**src/rtl/lcrk_pkg.sv**
```systemverilog
// shared types, constants and saturation helpers for the liu-chen rk2 step block
`timescale 1ns / 1ps
`default_nettype none

package lcrk_pkg;

  // number format
  localparam int WORD_WIDTH = 32;
  localparam int FRAC_BITS  = 24;
  localparam int PROD_W     = 2 * WORD_WIDTH;
  localparam int COEF_W     = 31;
  localparam int DT_W       = 25;
  localparam int CFG_IDX_W  = 2;
  localparam int STEP_W     = 5;

  localparam logic signed [WORD_WIDTH-1:0] WORD_MAX = {1'b0, {(WORD_WIDTH-1){1'b1}}};
  localparam logic signed [WORD_WIDTH-1:0] WORD_MIN = {1'b1, {(WORD_WIDTH-1){1'b0}}};

  // register reset values
  localparam logic [COEF_W-1:0] COEF_A_RST    = COEF_W'(167772160);
  localparam logic [COEF_W-1:0] COEF_B_RST    = COEF_W'(671088640);
  localparam logic [COEF_W-1:0] COEF_C_RST    = COEF_W'(41943040);
  localparam logic [DT_W-1:0]   TIME_STEP_RST = DT_W'(16777);

  // register indexes
  localparam logic [CFG_IDX_W-1:0] REG_COEF_A    = 2'd0;
  localparam logic [CFG_IDX_W-1:0] REG_COEF_B    = 2'd1;
  localparam logic [CFG_IDX_W-1:0] REG_COEF_C    = 2'd2;
  localparam logic [CFG_IDX_W-1:0] REG_TIME_STEP = 2'd3;

  // microprogram step addresses
  localparam logic [STEP_W-1:0] PC_BR     = 5'd0;
  localparam logic [STEP_W-1:0] PC_DIFF   = 5'd1;
  localparam logic [STEP_W-1:0] PC_MUL_A  = 5'd2;
  localparam logic [STEP_W-1:0] PC_MUL_B  = 5'd3;
  localparam logic [STEP_W-1:0] PC_MUL_XZ = 5'd4;
  localparam logic [STEP_W-1:0] PC_MUL_XY = 5'd5;
  localparam logic [STEP_W-1:0] PC_MUL_C  = 5'd6;
  localparam logic [STEP_W-1:0] PC_DZ     = 5'd7;
  localparam logic [STEP_W-1:0] PC_MID0   = 5'd8;
  localparam logic [STEP_W-1:0] PC_MID_X  = 5'd9;
  localparam logic [STEP_W-1:0] PC_MID_Y  = 5'd10;
  localparam logic [STEP_W-1:0] PC_MID_Z  = 5'd11;
  localparam logic [STEP_W-1:0] PC_FIN0   = 5'd12;
  localparam logic [STEP_W-1:0] PC_FIN_X  = 5'd13;
  localparam logic [STEP_W-1:0] PC_FIN_Y  = 5'd14;
  localparam logic [STEP_W-1:0] PC_FIN_Z  = 5'd15;
  localparam logic [STEP_W-1:0] PC_DONE   = 5'd16;
  localparam logic [STEP_W-1:0] PC_LOAD   = 5'd17;

  // operand sources; the p* sources follow the phase (point or midpoint)
  typedef enum logic [4:0] {
    SRC_X, SRC_Y, SRC_Z, SRC_XM, SRC_YM, SRC_ZM,
    SRC_PX, SRC_PY, SRC_PZ, SRC_DX, SRC_DY, SRC_DZ,
    SRC_T, SRC_A, SRC_B, SRC_C, SRC_DT
  } src_t;

  typedef enum logic [3:0] {
    DST_NONE, DST_X, DST_Y, DST_Z, DST_XM, DST_YM, DST_ZM,
    DST_DX, DST_DY, DST_DZ, DST_T
  } dst_t;

  // writeback operations on the previous product and register operands
  typedef enum logic [2:0] {
    WB_NOP, WB_SUB, WB_MSAT, WB_MSUB, WB_MHADD, WB_MADD, WB_LOAD
  } wb_op_t;

  typedef enum logic [2:0] {
    SEQ_NEXT, SEQ_JMP, SEQ_JMP_FUNC, SEQ_JMP_PHASE, SEQ_JMP_SETPH, SEQ_DONE
  } seq_op_t;

  // one control word
  typedef struct packed {
    logic              mul_en;
    src_t              mul_a;
    src_t              mul_b;
    wb_op_t            op;
    src_t              wb_a;
    src_t              wb_b;
    dst_t              dst;
    seq_op_t           seq;
    logic [STEP_W-1:0] target;
  } ctl_t;

  localparam ctl_t CTL_NOP = '{mul_en: 1'b0, mul_a: SRC_X, mul_b: SRC_X, op: WB_NOP,
                               wb_a: SRC_X, wb_b: SRC_X, dst: DST_NONE,
                               seq: SEQ_NEXT, target: PC_BR};

  // sequencer to datapath
  typedef struct packed {
    ctl_t ctl;
    logic phase;
    logic start;
    logic capture;
  } dp_cmd_t;

  typedef struct packed {
    logic [COEF_W-1:0] coef_a;
    logic [COEF_W-1:0] coef_b;
    logic [COEF_W-1:0] coef_c;
    logic [DT_W-1:0]   time_step;
  } cfg_t;

  typedef struct packed {
    logic signed [WORD_WIDTH-1:0] v;
    logic                         clip;
  } sat_t;

  // clamp a sum one bit wider than the word
  function automatic sat_t sat_sum(input logic signed [WORD_WIDTH:0] s);
    sat_t r;
    if (s[WORD_WIDTH] != s[WORD_WIDTH-1]) begin
      r.v    = s[WORD_WIDTH] ? WORD_MIN : WORD_MAX;
      r.clip = 1'b1;
    end else begin
      r.v    = s[WORD_WIDTH-1:0];
      r.clip = 1'b0;
    end
    return r;
  endfunction

  // drop the fraction bits of a full product (floor) and clamp
  function automatic sat_t mul_sat(input logic signed [PROD_W-1:0] p);
    sat_t r;
    logic [PROD_W-FRAC_BITS-WORD_WIDTH:0] top;
    top = p[PROD_W-1:FRAC_BITS+WORD_WIDTH-1];
    if ((&top) || !(|top)) begin
      r.v    = p[FRAC_BITS+WORD_WIDTH-1:FRAC_BITS];
      r.clip = 1'b0;
    end else begin
      r.v    = p[PROD_W-1] ? WORD_MIN : WORD_MAX;
      r.clip = 1'b1;
    end
    return r;
  endfunction

endpackage

`default_nettype wire

```
**src/rtl/liu_chen_rk2_step.sv**
```systemverilog
// top level: configuration registers and the microcoded rk2 step engine
//
// Usage: the block holds a 3D point (signed Q8.24). Each input beat on
// in_valid/in_ready either advances the point one midpoint rk2 step of the
// Liu-Chen system (in_func = 0) or loads in_load_x/y/z (in_func = 1). Every
// beat yields one output beat on out_valid/out_ready with the point after it
// and a flag that is set if any intermediate value clipped.
// A new beat is taken only when the previous one has finished its microprogram
// (derivatives at the point, half step to the midpoint, derivatives there, full
// step; or, for a load, the copy of the latched point), with every multiply
// through one shared 32x32 multiplier.
// The output register holds a finished beat while out_ready is low; the next
// item is taken meanwhile and waits on its last step until that beat leaves.
// Reset (rst_n low, synchronous) clears the point to zero, restores the
// default coefficients and empties the output register.
// Configuration writes (cfg_we) are taken at any edge but are meant for
// idle periods.
`timescale 1ns / 1ps
`default_nettype none

module liu_chen_rk2_step (
  input  wire logic                                   clk,
  input  wire logic                                   rst_n,
  input  wire logic                                   in_valid,
  output logic                                        in_ready,
  input  wire logic                                   in_func,
  input  wire logic signed [lcrk_pkg::WORD_WIDTH-1:0] in_load_x,
  input  wire logic signed [lcrk_pkg::WORD_WIDTH-1:0] in_load_y,
  input  wire logic signed [lcrk_pkg::WORD_WIDTH-1:0] in_load_z,
  output logic                                        out_valid,
  input  wire logic                                   out_ready,
  output logic signed [lcrk_pkg::WORD_WIDTH-1:0]      out_pos_x_out,
  output logic signed [lcrk_pkg::WORD_WIDTH-1:0]      out_pos_y_out,
  output logic signed [lcrk_pkg::WORD_WIDTH-1:0]      out_pos_z_out,
  output logic                                        out_saturated,
  input  wire logic                                   cfg_we,
  input  wire logic [lcrk_pkg::CFG_IDX_W-1:0]         cfg_index,
  input  wire logic [lcrk_pkg::COEF_W-1:0]            cfg_wdata
);

  lcrk_pkg::cfg_t            cfg_r;
  lcrk_pkg::ctl_t            rom_word;
  lcrk_pkg::dp_cmd_t         cmd;
  logic [lcrk_pkg::STEP_W-1:0] rom_addr;

  // configuration registers
  always_ff @(posedge clk) begin
    if (!rst_n) begin
      cfg_r.coef_a    <= lcrk_pkg::COEF_A_RST;
      cfg_r.coef_b    <= lcrk_pkg::COEF_B_RST;
      cfg_r.coef_c    <= lcrk_pkg::COEF_C_RST;
      cfg_r.time_step <= lcrk_pkg::TIME_STEP_RST;
    end else if (cfg_we) begin
      case (cfg_index)
        lcrk_pkg::REG_COEF_A:    cfg_r.coef_a    <= cfg_wdata;
        lcrk_pkg::REG_COEF_B:    cfg_r.coef_b    <= cfg_wdata;
        lcrk_pkg::REG_COEF_C:    cfg_r.coef_c    <= cfg_wdata;
        lcrk_pkg::REG_TIME_STEP: cfg_r.time_step <= cfg_wdata[lcrk_pkg::DT_W-1:0];
        default: ;
      endcase
    end
  end

  // control store
  lcrk_ucode_rom u_rom (
    .addr (rom_addr),
    .word (rom_word)
  );

  // step counter and handshake
  lcrk_sequencer u_seq (
    .clk       (clk),
    .rst_n     (rst_n),
    .in_valid  (in_valid),
    .in_ready  (in_ready),
    .in_func   (in_func),
    .out_valid (out_valid),
    .out_ready (out_ready),
    .rom_addr  (rom_addr),
    .rom_word  (rom_word),
    .cmd       (cmd)
  );

  // arithmetic
  lcrk_datapath u_dp (
    .clk       (clk),
    .rst_n     (rst_n),
    .cmd       (cmd),
    .cfg       (cfg_r),
    .in_load_x (in_load_x),
    .in_load_y (in_load_y),
    .in_load_z (in_load_z),
    .out_x     (out_pos_x_out),
    .out_y     (out_pos_y_out),
    .out_z     (out_pos_z_out),
    .out_sat   (out_saturated)
  );

endmodule

`default_nettype wire

```
**src/rtl/lcrk_ucode_rom.sv**
```systemverilog
// control store: one control word per microprogram step
`timescale 1ns / 1ps
`default_nettype none

module lcrk_ucode_rom (
  input  wire logic [lcrk_pkg::STEP_W-1:0] addr,
  output lcrk_pkg::ctl_t                   word
);

  function automatic lcrk_pkg::ctl_t mk(
    input logic               mul_en,
    input lcrk_pkg::src_t     mul_a,
    input lcrk_pkg::src_t     mul_b,
    input lcrk_pkg::wb_op_t   op,
    input lcrk_pkg::src_t     wb_a,
    input lcrk_pkg::src_t     wb_b,
    input lcrk_pkg::dst_t     dst,
    input lcrk_pkg::seq_op_t  seq,
    input logic [lcrk_pkg::STEP_W-1:0] target
  );
    lcrk_pkg::ctl_t c;
    c.mul_en = mul_en;
    c.mul_a  = mul_a;
    c.mul_b  = mul_b;
    c.op     = op;
    c.wb_a   = wb_a;
    c.wb_b   = wb_b;
    c.dst    = dst;
    c.seq    = seq;
    c.target = target;
    return c;
  endfunction

  // program: derivatives (twice, point then midpoint), half step, full step
  always_comb begin
    case (addr)
      // load items branch off
      lcrk_pkg::PC_BR: word = mk(1'b0, lcrk_pkg::SRC_X, lcrk_pkg::SRC_X,
          lcrk_pkg::WB_NOP, lcrk_pkg::SRC_X, lcrk_pkg::SRC_X, lcrk_pkg::DST_NONE,
          lcrk_pkg::SEQ_JMP_FUNC, lcrk_pkg::PC_LOAD);
      // t = y - x
      lcrk_pkg::PC_DIFF: word = mk(1'b0, lcrk_pkg::SRC_X, lcrk_pkg::SRC_X,
          lcrk_pkg::WB_SUB, lcrk_pkg::SRC_PY, lcrk_pkg::SRC_PX, lcrk_pkg::DST_T,
          lcrk_pkg::SEQ_NEXT, lcrk_pkg::PC_BR);
      // a * t
      lcrk_pkg::PC_MUL_A: word = mk(1'b1, lcrk_pkg::SRC_A, lcrk_pkg::SRC_T,
          lcrk_pkg::WB_NOP, lcrk_pkg::SRC_X, lcrk_pkg::SRC_X, lcrk_pkg::DST_NONE,
          lcrk_pkg::SEQ_NEXT, lcrk_pkg::PC_BR);
      // b * x, dx = a * t
      lcrk_pkg::PC_MUL_B: word = mk(1'b1, lcrk_pkg::SRC_B, lcrk_pkg::SRC_PX,
          lcrk_pkg::WB_MSAT, lcrk_pkg::SRC_X, lcrk_pkg::SRC_X, lcrk_pkg::DST_DX,
          lcrk_pkg::SEQ_NEXT, lcrk_pkg::PC_BR);
      // x * z, t = b * x
      lcrk_pkg::PC_MUL_XZ: word = mk(1'b1, lcrk_pkg::SRC_PX, lcrk_pkg::SRC_PZ,
          lcrk_pkg::WB_MSAT, lcrk_pkg::SRC_X, lcrk_pkg::SRC_X, lcrk_pkg::DST_T,
          lcrk_pkg::SEQ_NEXT, lcrk_pkg::PC_BR);
      // x * y, dy = t - x * z
      lcrk_pkg::PC_MUL_XY: word = mk(1'b1, lcrk_pkg::SRC_PX, lcrk_pkg::SRC_PY,
          lcrk_pkg::WB_MSUB, lcrk_pkg::SRC_T, lcrk_pkg::SRC_X, lcrk_pkg::DST_DY,
          lcrk_pkg::SEQ_NEXT, lcrk_pkg::PC_BR);
      // c * z, t = x * y
      lcrk_pkg::PC_MUL_C: word = mk(1'b1, lcrk_pkg::SRC_C, lcrk_pkg::SRC_PZ,
          lcrk_pkg::WB_MSAT, lcrk_pkg::SRC_X, lcrk_pkg::SRC_X, lcrk_pkg::DST_T,
          lcrk_pkg::SEQ_NEXT, lcrk_pkg::PC_BR);
      // dz = t - c * z; second pass goes on to the full step
      lcrk_pkg::PC_DZ: word = mk(1'b0, lcrk_pkg::SRC_X, lcrk_pkg::SRC_X,
          lcrk_pkg::WB_MSUB, lcrk_pkg::SRC_T, lcrk_pkg::SRC_X, lcrk_pkg::DST_DZ,
          lcrk_pkg::SEQ_JMP_PHASE, lcrk_pkg::PC_FIN0);
      // midpoint
      lcrk_pkg::PC_MID0: word = mk(1'b1, lcrk_pkg::SRC_DX, lcrk_pkg::SRC_DT,
          lcrk_pkg::WB_NOP, lcrk_pkg::SRC_X, lcrk_pkg::SRC_X, lcrk_pkg::DST_NONE,
          lcrk_pkg::SEQ_NEXT, lcrk_pkg::PC_BR);
      lcrk_pkg::PC_MID_X: word = mk(1'b1, lcrk_pkg::SRC_DY, lcrk_pkg::SRC_DT,
          lcrk_pkg::WB_MHADD, lcrk_pkg::SRC_X, lcrk_pkg::SRC_X, lcrk_pkg::DST_XM,
          lcrk_pkg::SEQ_NEXT, lcrk_pkg::PC_BR);
      lcrk_pkg::PC_MID_Y: word = mk(1'b1, lcrk_pkg::SRC_DZ, lcrk_pkg::SRC_DT,
          lcrk_pkg::WB_MHADD, lcrk_pkg::SRC_Y, lcrk_pkg::SRC_X, lcrk_pkg::DST_YM,
          lcrk_pkg::SEQ_NEXT, lcrk_pkg::PC_BR);
      lcrk_pkg::PC_MID_Z: word = mk(1'b0, lcrk_pkg::SRC_X, lcrk_pkg::SRC_X,
          lcrk_pkg::WB_MHADD, lcrk_pkg::SRC_Z, lcrk_pkg::SRC_X, lcrk_pkg::DST_ZM,
          lcrk_pkg::SEQ_JMP_SETPH, lcrk_pkg::PC_DIFF);
      // full step
      lcrk_pkg::PC_FIN0: word = mk(1'b1, lcrk_pkg::SRC_DX, lcrk_pkg::SRC_DT,
          lcrk_pkg::WB_NOP, lcrk_pkg::SRC_X, lcrk_pkg::SRC_X, lcrk_pkg::DST_NONE,
          lcrk_pkg::SEQ_NEXT, lcrk_pkg::PC_BR);
      lcrk_pkg::PC_FIN_X: word = mk(1'b1, lcrk_pkg::SRC_DY, lcrk_pkg::SRC_DT,
          lcrk_pkg::WB_MADD, lcrk_pkg::SRC_X, lcrk_pkg::SRC_X, lcrk_pkg::DST_X,
          lcrk_pkg::SEQ_NEXT, lcrk_pkg::PC_BR);
      lcrk_pkg::PC_FIN_Y: word = mk(1'b1, lcrk_pkg::SRC_DZ, lcrk_pkg::SRC_DT,
          lcrk_pkg::WB_MADD, lcrk_pkg::SRC_Y, lcrk_pkg::SRC_X, lcrk_pkg::DST_Y,
          lcrk_pkg::SEQ_NEXT, lcrk_pkg::PC_BR);
      lcrk_pkg::PC_FIN_Z: word = mk(1'b0, lcrk_pkg::SRC_X, lcrk_pkg::SRC_X,
          lcrk_pkg::WB_MADD, lcrk_pkg::SRC_Z, lcrk_pkg::SRC_X, lcrk_pkg::DST_Z,
          lcrk_pkg::SEQ_NEXT, lcrk_pkg::PC_BR);
      // hand the result over
      lcrk_pkg::PC_DONE: word = mk(1'b0, lcrk_pkg::SRC_X, lcrk_pkg::SRC_X,
          lcrk_pkg::WB_NOP, lcrk_pkg::SRC_X, lcrk_pkg::SRC_X, lcrk_pkg::DST_NONE,
          lcrk_pkg::SEQ_DONE, lcrk_pkg::PC_BR);
      // load the given point
      lcrk_pkg::PC_LOAD: word = mk(1'b0, lcrk_pkg::SRC_X, lcrk_pkg::SRC_X,
          lcrk_pkg::WB_LOAD, lcrk_pkg::SRC_X, lcrk_pkg::SRC_X, lcrk_pkg::DST_NONE,
          lcrk_pkg::SEQ_JMP, lcrk_pkg::PC_DONE);
      default: word = mk(1'b0, lcrk_pkg::SRC_X, lcrk_pkg::SRC_X,
          lcrk_pkg::WB_NOP, lcrk_pkg::SRC_X, lcrk_pkg::SRC_X, lcrk_pkg::DST_NONE,
          lcrk_pkg::SEQ_DONE, lcrk_pkg::PC_BR);
    endcase
  end

endmodule

`default_nettype wire

```
**src/rtl/lcrk_datapath.sv**
```systemverilog
// register file, shared multiplier and saturating writeback unit
`timescale 1ns / 1ps
`default_nettype none

module lcrk_datapath (
  input  wire logic                                  clk,
  input  wire logic                                  rst_n,
  input  wire lcrk_pkg::dp_cmd_t                     cmd,
  input  wire lcrk_pkg::cfg_t                        cfg,
  input  wire logic signed [lcrk_pkg::WORD_WIDTH-1:0] in_load_x,
  input  wire logic signed [lcrk_pkg::WORD_WIDTH-1:0] in_load_y,
  input  wire logic signed [lcrk_pkg::WORD_WIDTH-1:0] in_load_z,
  output logic signed [lcrk_pkg::WORD_WIDTH-1:0]      out_x,
  output logic signed [lcrk_pkg::WORD_WIDTH-1:0]      out_y,
  output logic signed [lcrk_pkg::WORD_WIDTH-1:0]      out_z,
  output logic                                        out_sat
);

  localparam int W = lcrk_pkg::WORD_WIDTH;

  logic signed [W-1:0] x_r, y_r, z_r, xm_r, ym_r, zm_r;
  logic signed [W-1:0] dx_r, dy_r, dz_r, t_r;
  logic signed [W-1:0] lx_r, ly_r, lz_r;
  logic signed [W-1:0] ox_r, oy_r, oz_r;
  logic                clip_r, osat_r;
  logic signed [lcrk_pkg::PROD_W-1:0] p_r;

  logic signed [W-1:0] ma, mb, wa, wbv, half_v;
  logic signed [W:0]   sum;
  lcrk_pkg::sat_t      ms, res;
  logic                wb_clip;

  // operand select
  function automatic logic signed [W-1:0] pick(input lcrk_pkg::src_t s);
    logic signed [W-1:0] v;
    case (s)
      lcrk_pkg::SRC_X:  v = x_r;
      lcrk_pkg::SRC_Y:  v = y_r;
      lcrk_pkg::SRC_Z:  v = z_r;
      lcrk_pkg::SRC_XM: v = xm_r;
      lcrk_pkg::SRC_YM: v = ym_r;
      lcrk_pkg::SRC_ZM: v = zm_r;
      lcrk_pkg::SRC_PX: v = cmd.phase ? xm_r : x_r;
      lcrk_pkg::SRC_PY: v = cmd.phase ? ym_r : y_r;
      lcrk_pkg::SRC_PZ: v = cmd.phase ? zm_r : z_r;
      lcrk_pkg::SRC_DX: v = dx_r;
      lcrk_pkg::SRC_DY: v = dy_r;
      lcrk_pkg::SRC_DZ: v = dz_r;
      lcrk_pkg::SRC_T:  v = t_r;
      lcrk_pkg::SRC_A:  v = {{(W-lcrk_pkg::COEF_W){1'b0}}, cfg.coef_a};
      lcrk_pkg::SRC_B:  v = {{(W-lcrk_pkg::COEF_W){1'b0}}, cfg.coef_b};
      lcrk_pkg::SRC_C:  v = {{(W-lcrk_pkg::COEF_W){1'b0}}, cfg.coef_c};
      lcrk_pkg::SRC_DT: v = {{(W-lcrk_pkg::DT_W){1'b0}}, cfg.time_step};
      default:          v = '0;
    endcase
    return v;
  endfunction

  always_comb begin
    ma  = pick(cmd.ctl.mul_a);
    mb  = pick(cmd.ctl.mul_b);
    wa  = pick(cmd.ctl.wb_a);
    wbv = pick(cmd.ctl.wb_b);
  end

  // writeback: saturate the previous product and combine with a register, or subtract two registers
  always_comb begin
    ms      = lcrk_pkg::mul_sat(p_r);
    half_v  = {ms.v[W-1], ms.v[W-1:1]};
    sum     = '0;
    res     = ms;
    wb_clip = 1'b0;
    case (cmd.ctl.op)
      lcrk_pkg::WB_SUB: begin
        sum     = {wa[W-1], wa} - {wbv[W-1], wbv};
        res     = lcrk_pkg::sat_sum(sum);
        wb_clip = res.clip;
      end
      lcrk_pkg::WB_MSAT: begin
        wb_clip = ms.clip;
      end
      lcrk_pkg::WB_MSUB: begin
        sum     = {wa[W-1], wa} - {ms.v[W-1], ms.v};
        res     = lcrk_pkg::sat_sum(sum);
        wb_clip = res.clip | ms.clip;
      end
      lcrk_pkg::WB_MHADD: begin
        sum     = {wa[W-1], wa} + {half_v[W-1], half_v};
        res     = lcrk_pkg::sat_sum(sum);
        wb_clip = res.clip | ms.clip;
      end
      lcrk_pkg::WB_MADD: begin
        sum     = {wa[W-1], wa} + {ms.v[W-1], ms.v};
        res     = lcrk_pkg::sat_sum(sum);
        wb_clip = res.clip | ms.clip;
      end
      default: begin
        wb_clip = 1'b0;
      end
    endcase
  end

  // point registers, cleared by reset
  always_ff @(posedge clk) begin
    if (!rst_n) begin
      x_r <= '0;
      y_r <= '0;
      z_r <= '0;
    end else if (cmd.ctl.op == lcrk_pkg::WB_LOAD) begin
      x_r <= lx_r;
      y_r <= ly_r;
      z_r <= lz_r;
    end else if (cmd.ctl.op != lcrk_pkg::WB_NOP) begin
      case (cmd.ctl.dst)
        lcrk_pkg::DST_X: x_r <= res.v;
        lcrk_pkg::DST_Y: y_r <= res.v;
        lcrk_pkg::DST_Z: z_r <= res.v;
        default: ;
      endcase
    end
  end

  // scratch registers, product and load latch
  always_ff @(posedge clk) begin
    if (cmd.start) begin
      lx_r <= in_load_x;
      ly_r <= in_load_y;
      lz_r <= in_load_z;
    end
    if (cmd.ctl.mul_en) begin
      p_r <= ma * mb;
    end
    if (cmd.ctl.op != lcrk_pkg::WB_NOP && cmd.ctl.op != lcrk_pkg::WB_LOAD) begin
      case (cmd.ctl.dst)
        lcrk_pkg::DST_XM: xm_r <= res.v;
        lcrk_pkg::DST_YM: ym_r <= res.v;
        lcrk_pkg::DST_ZM: zm_r <= res.v;
        lcrk_pkg::DST_DX: dx_r <= res.v;
        lcrk_pkg::DST_DY: dy_r <= res.v;
        lcrk_pkg::DST_DZ: dz_r <= res.v;
        lcrk_pkg::DST_T:  t_r  <= res.v;
        default: ;
      endcase
    end
  end

  // clip flag for the current item
  always_ff @(posedge clk) begin
    if (cmd.start) begin
      clip_r <= 1'b0;
    end else if (wb_clip) begin
      clip_r <= 1'b1;
    end
  end

  // output register
  always_ff @(posedge clk) begin
    if (cmd.capture) begin
      ox_r   <= x_r;
      oy_r   <= y_r;
      oz_r   <= z_r;
      osat_r <= clip_r;
    end
  end

  assign out_x   = ox_r;
  assign out_y   = oy_r;
  assign out_z   = oz_r;
  assign out_sat = osat_r;

endmodule

`default_nettype wire

```
**src/rtl/lcrk_sequencer.sv**
```systemverilog
// step counter, jumps and channel handshake
`timescale 1ns / 1ps
`default_nettype none

module lcrk_sequencer (
  input  wire logic                          clk,
  input  wire logic                          rst_n,
  input  wire logic                          in_valid,
  output logic                               in_ready,
  input  wire logic                          in_func,
  output logic                               out_valid,
  input  wire logic                          out_ready,
  output logic [lcrk_pkg::STEP_W-1:0]        rom_addr,
  input  wire lcrk_pkg::ctl_t                rom_word,
  output lcrk_pkg::dp_cmd_t                  cmd
);

  logic                        busy_r, busy_nxt;
  logic [lcrk_pkg::STEP_W-1:0] pc_r, pc_nxt, pc_inc;
  logic                        phase_r, phase_nxt;
  logic                        func_r, func_nxt;
  logic                        out_valid_r, out_valid_nxt;
  logic                        start, capture;

  assign pc_inc   = pc_r + lcrk_pkg::STEP_W'(1);
  assign in_ready = !busy_r;
  assign rom_addr = pc_r;
  assign out_valid = out_valid_r;

  // next step and handshake
  always_comb begin
    busy_nxt      = busy_r;
    pc_nxt        = pc_r;
    phase_nxt     = phase_r;
    func_nxt      = func_r;
    out_valid_nxt = out_valid_r & ~out_ready;
    capture       = 1'b0;
    start         = in_valid & ~busy_r;
    if (start) begin
      busy_nxt  = 1'b1;
      pc_nxt    = lcrk_pkg::PC_BR;
      phase_nxt = 1'b0;
      func_nxt  = in_func;
    end else if (busy_r) begin
      case (rom_word.seq)
        lcrk_pkg::SEQ_NEXT:      pc_nxt = pc_inc;
        lcrk_pkg::SEQ_JMP:       pc_nxt = rom_word.target;
        lcrk_pkg::SEQ_JMP_FUNC:  pc_nxt = func_r ? rom_word.target : pc_inc;
        lcrk_pkg::SEQ_JMP_PHASE: pc_nxt = phase_r ? rom_word.target : pc_inc;
        lcrk_pkg::SEQ_JMP_SETPH: begin
          pc_nxt    = rom_word.target;
          phase_nxt = 1'b1;
        end
        lcrk_pkg::SEQ_DONE: begin
          // wait here while the previous beat is still unclaimed
          if (!out_valid_r || out_ready) begin
            capture       = 1'b1;
            out_valid_nxt = 1'b1;
            busy_nxt      = 1'b0;
            phase_nxt     = 1'b0;
          end
        end
        default: pc_nxt = pc_inc;
      endcase
    end
  end

  // datapath command; idle cycles issue no work
  always_comb begin
    cmd.ctl     = busy_r ? rom_word : lcrk_pkg::CTL_NOP;
    cmd.phase   = phase_r;
    cmd.start   = start;
    cmd.capture = capture;
  end

  always_ff @(posedge clk) begin
    if (!rst_n) begin
      busy_r      <= 1'b0;
      pc_r        <= lcrk_pkg::PC_BR;
      phase_r     <= 1'b0;
      func_r      <= 1'b0;
      out_valid_r <= 1'b0;
    end else begin
      busy_r      <= busy_nxt;
      pc_r        <= pc_nxt;
      phase_r     <= phase_nxt;
      func_r      <= func_nxt;
      out_valid_r <= out_valid_nxt;
    end
  end

`ifndef SYNTH
  a_start_pc: assert property (@(posedge clk) disable iff (!rst_n)
    (in_valid && in_ready) |=> (busy_r && pc_r == lcrk_pkg::PC_BR))
    else $error("accepted beat did not start the program");

  a_pc_range: assert property (@(posedge clk) disable iff (!rst_n)
    busy_r |-> (pc_r <= lcrk_pkg::PC_LOAD))
    else $error("step counter left the program");

  a_phase_busy: assert property (@(posedge clk) disable iff (!rst_n)
    phase_r |-> busy_r)
    else $error("midpoint phase set while idle");

  a_capture_free: assert property (@(posedge clk) disable iff (!rst_n)
    capture |-> (!out_valid_r || out_ready))
    else $error("result overwrote an unclaimed beat");
`endif

endmodule

`default_nettype wire

```
**config.mk**
```make
export PLATFORM = sky130hd
export DESIGN_NAME = liu_chen_rk2_step
export DESIGN_NICKNAME = d
export VERILOG_FILES = /design/src/rtl/lcrk_pkg.sv /design/src/rtl/liu_chen_rk2_step.sv /design/src/rtl/lcrk_ucode_rom.sv /design/src/rtl/lcrk_datapath.sv /design/src/rtl/lcrk_sequencer.sv
export SDC_FILE = /design/constraint.sdc
export NUM_CORES = 2
export LEC_CHECK = 0
export BUFFER_PORTS_ARGS = -buffer_cell sky130_fd_sc_hd__buf_2
export CAP_MARGIN = 20
export CELL_PAD_IN_SITES_DETAIL_PLACEMENT = 2
export CELL_PAD_IN_SITES_GLOBAL_PLACEMENT = 2
export CORE_ASPECT_RATIO = 1.1
export CORE_MARGIN = 1
export CORE_UTILIZATION = 42
export DETAILED_ROUTE_END_ITERATION = 16
export PLACE_DENSITY = 0.9
export SETUP_SLACK_MARGIN = 0.1
export SYNTH_ARGS = -nofsm -noshare
export SYNTH_HDL_FRONTEND = slang
export SYNTH_SLANG_ARGS = --single-unit
```
**constraint.sdc**
```tcl
create_clock -name clk -period 10.84 [get_ports clk]
set_clock_uncertainty 0.05 [all_clocks]
set_input_delay 1.626 -clock clk [delete_from_list [all_inputs] [get_ports clk]]
set_output_delay 1.626 -clock clk [all_outputs]
set_load 0.03 [all_outputs]
```
==> results of run 1 <==
through the flow:
stage / setup WS (ps) / util (%)
CTS: 107 / 49.4
detailed placement: -996 / 47.4
global placement: -393 / 47.4
floorplan: 842 / -
cells by family after synthesis:
| family | after synthesis | share of synthesized area (%) |
|---|---|---|
| AND/OR/NAND/NOR | 2425 | 13.7 |
| adder cells (fa/ha/maj) | 1400 | 33.4 |
| XOR/XNOR | 132 | 1.52 |
| multiplexers | 135 | 1.78 |
| AO/OA/AOI/OAI | 1862 | 17.0 |
| flip-flops | 709 | 24.4 |
| buffers and inverters | 1651 | 8.16 |
repair_timing:
action                     4_1_cts
gates cloned                     6
setup buffers                   36
setup endpoints to repair       25
pin swaps                       19
gates resized for setup         93
hold endpoints to repair         0
metal layers:
metal / track usage, % / GRT overflow
met5: 33.2 / 3
met4: 76.3 / 257
met3: 60.3 / 25
met2: 94.3 / 358
met1: 76.8 / 23
==> out/metrics.yaml, run 1 <==
outcome:
  lastStage: "5_1_grt"
  outcome: "aborted with a tool error"
  stop_error: "[ERROR GRT-0232] Routing congestion too high. Check the congestion heatmap in the GUI."
place:
  portBuffers: 233
  place_hpwl_um: 427000
  gp_congestion: 1.08
  placed_area_um2: 86100
  placed_cells: 11200
die:
  ios: 234
  num_rows: 164
  start_util_pct: 42.3
  die_y_um: 450
  die_w_um: 410
synth:
  synth_cells: 8314
  synth_area_leaders: "fa_1 (28%), edfxtp_1 (18%), dfxtp_1 (6.6%), inv_1 (5.6%), nand2_1 (5.4%)"
  synth.most_common_cell: "inv_1"
  synth_largest_area_cell: "fa_1"
  ys_top_cells_by_count: "inv_1 (1140), nand2_1 (1097), fa_1 (1086)"
  ys_warn_count: 0
  synth_edf_count: 457
  synth_seq_area_share_pct: 24.4
  synth_top_area_share_pct: 28.3
  ys_types: 105
  synth_area_um2: 76800
  async_flop_share_pct: 0
  ys_dominant_reg_cell: "edfxtp_1"
  avgSynthCellArea_um2: 9.23
  synth_nets: 9848
  ys_seq_elements: 709
clock_tree:
  htree_num_levels: 3
  cts_buffers: 82
  cts_buffer_depth: 3
  cts_hold_buf: 0
  clkSinkCount: 709
  ctsRootBufferMaster: "clkbuf_16"
grt:
  grt_usage_pct: 76.9
  gr-total-overflow: 666
  grt_max_degree: 86
timing:
  worstEndpointType: "sequential cell input"
  crit_endpoint: "u_dp.p_r[63]$_DFFE_PP_/D"
==> inputs of run 2 (changes only) <==
CELL_PAD_IN_SITES_DETAIL_PLACEMENT = default   (was 2)
CELL_PAD_IN_SITES_GLOBAL_PLACEMENT = default   (was 2)
CORE_ASPECT_RATIO = default   (was 1.1)
CORE_UTILIZATION = 40   (was 42)
PLACE_DENSITY = default   (was 0.9)
PLACE_DENSITY_LB_ADDON = 0.15   (was default)
SETUP_SLACK_MARGIN = default   (was 0.1)
==> run 2 against run 1 <==
  * The run now ends clean
  * Area after synthesis unchanged
  * Synthesized cell count did not move
==> out/metrics.yaml, run 2 <==
final_layout:
  top_regs: "cfg_r x118, u_dp.p_r x40"
  area_delta_synth_final_pct: 14.0
  fill_cells: 18500
  largest_reg_flops: 118
  multiInputGateArea_um2: 52300
  largest_register: "cfg_r"
  fin_util_pct: 46.0
  final_common_cell: "inv_1"
  nets: 10300
  drive_gt1_share_pct: 13.2
  instances_no_fill: 11300
  seqCellArea_um2: 18800
  final_area_um2: 87500
  final_cell_mix: "inv_1 (1140), nand2_1 (1097), fa_1 (1086)"
timing:
  fin_crit_sh_pct: 99.1
  fin_crit_ps: 10740
  tns_ps: 0
  clock.fmax_mhz: 93.1
  max_slew_margin_pct: 0.530
  holdWs_ps: 439
  hold_viol_final: 0
  slew_violations: 0
  finalSetupViolCount: 0
  worst_slack_ps: 101
  worst_pin_slew_ps: 1490
  rsz0062_at_grt: "no"
setup_path:
  cp-start-kind: "flop"
  cp_common_cell: "fa_1"
  slowest_stage: "a222oi_1"
  critPathCaptureType: "flop"
  reg2reg_to: "u_dp.p_r[57]"
  crit_type: "reg2reg"
  r2r_start: "u_rom.word[33]"
  cp.arrival_ps: 11120
  r2r_cells: 33
  worstPathRequired_ps: 11220
  critPathMaxFanout: 9
  r2r_slack_ps: 100
  slowest_delay_ps: 1150
grt:
  gr-total-overflow: 0
  grt_usage_pct: 42.5
  grt_pass1_vias: 69300
  grt_max_degree: 125
  grt_pass1_wl_um: 567000
  antenna_found_initial: 33
clock_tree:
  htree_num_levels: 3
  clkSinkCount: 709
  clkTransAtPathRegs_ps: 70
  clk_latency_ps: 720
  cts_tree: "built"
  cts_buffers: 75
  cts_buffer_depth: 3
  ctsRootBufferMaster: "clkbuf_16"
routing:
  via_per_inst: 6.32
  via_count: 71500
  routed_wl_um: 417000
  drtPass1Iterations: 12
  ant_nets: 0
  drc_errors: 0
  drt_first_iter_violations: 10400
  drt-wirelength-per-cell_um: 36.9
min_path:
  hold_path_class: "reg2reg"
  hold_end: "cfg_r[10]"
  hold_depth: 2
  hp-start: "cfg_r[10]"
die:
  die_y_um: 440
  core_area_um2: 190000
  dieArea_um2: 194000
  num_rows: 160
  die_w_um: 440
  ios: 234
  start_util_pct: 40.3
pwr:
  p_total_mw: 6.61
  ir_worst_vdd_v: 0.000107
  power.leakage_nw: 37.9
  p_per_area_nw_per_um2: 75.6
place:
  portBuffers: 233
  gp_congestion: 1.09
  pre_cts_ws_ps: -120
  placed_area_um2: 84700
  placed_cells: 11200
  place_hpwl_um: 334000
synth:
  synth_top_area_share_pct: 28.3
  avgSynthCellArea_um2: 9.23
  ys_types: 105
  synth_edf_count: 457
  synth_seq_area_share_pct: 24.4
  synth_cells: 8314
  synth_area_um2: 76800
  ys_top_cells_by_count: "inv_1 (1140), nand2_1 (1097), fa_1 (1086)"
  ys_dominant_reg_cell: "edfxtp_1"
  ys_warn_count: 0
  synth.most_common_cell: "inv_1"
  synth_largest_area_cell: "fa_1"
  synth_nets: 9848
  ys_seq_elements: 709
  async_flop_share_pct: 0
  synth_area_leaders: "fa_1 (28%), edfxtp_1 (18%), dfxtp_1 (6.6%), inv_1 (5.6%), nand2_1 (5.4%)"
outcome:
  outcome: "completed"
flow_run:
  cap_violations: 0
run 2: cell counts after synthesis:
Identical to the previous run, type by type.
run 2: power by group:
part           total [mW]  internal [mW]  switching, mW
clock                2.76           1.55           1.21
combinational       0.862          0.256          0.606
sequential           2.99           2.92         0.0672
run 2: critical path, delay by kind of cell (launching register included):
kind / cells / cell delay, ps
AOI/OAI and AO/OA: 8 / 2770
adders and majority gates: 9 / 4210
DFF: 1 / 440
xor gates and xnor gates: 1 / 140
and+or+nand+nor: 6 / 1270
buffers and inverters: 9 / 1550
run 2: area by class of cell:
type                            count  share of cell area (%)
Multi-Input combinational cell   5954                    59.7
Sequential cell                   709                    21.5
Timing Repair Buffer              844                    7.36
Inverter                         1144                    4.91
Tap cell                         2511                    3.59
Clock buffer                      101                    2.44
Clock inverter                     38                   0.466
Antenna cell                       14                  0.0400
run 2: logic make-up after synthesis:
group / synth area share, %
multiplexers: 1.78
XOR/XNOR: 1.52
buffers and inverters: 8.16
adder cells (fa/ha/maj): 33.4
AO/OA/AOI/OAI: 17.0
flip-flops: 24.4
AND/OR/NAND/NOR: 13.7
run 2: metal layers:
metal  share of wire (%)  GRT usage [%]  routed length, µm
met4                 6.1           21.3              25300
met5               0.069          0.695                289
met3                  12           13.3              49900
met1                  41           58.7             171000
met2                  41           59.7             170000
run 2: how the worst max path moves through the flow:
| stage | start | end | slack [ps] | depth (start not counted) |
|---|---|---|---|---|
| finish | u_rom.word[33] | u_dp.p_r[57] | 100 | 33 |
| global route | u_rom.word[25] | u_dp.p_r[63] | 0.2 | 31 |
| CTS | u_rom.word[30] | u_dp.p_r[57] | 50 | 33 |
| detailed placement | u_rom.word[30] | u_dp.p_r[57] | -120 | 33 |
| global placement | u_rom.word[30] | u_dp.p_r[57] | -70 | 36 |
| floorplan | u_seq.phase_r | u_dp.p_r[60] | 840 | 39 |
run 2: timing repair:
item | in CTS | in global routing
hold buffers | 0 | 0
hold endpoints to repair | 0 | 0
pin swaps | 1 | 6
buffers inserted | 0 | 9
cloned | 0 | 0
setup endpoints to repair | 6 | 20
gates resized for setup | 3 | 20
No activity file was read; power rests on OpenSTA's default activity.
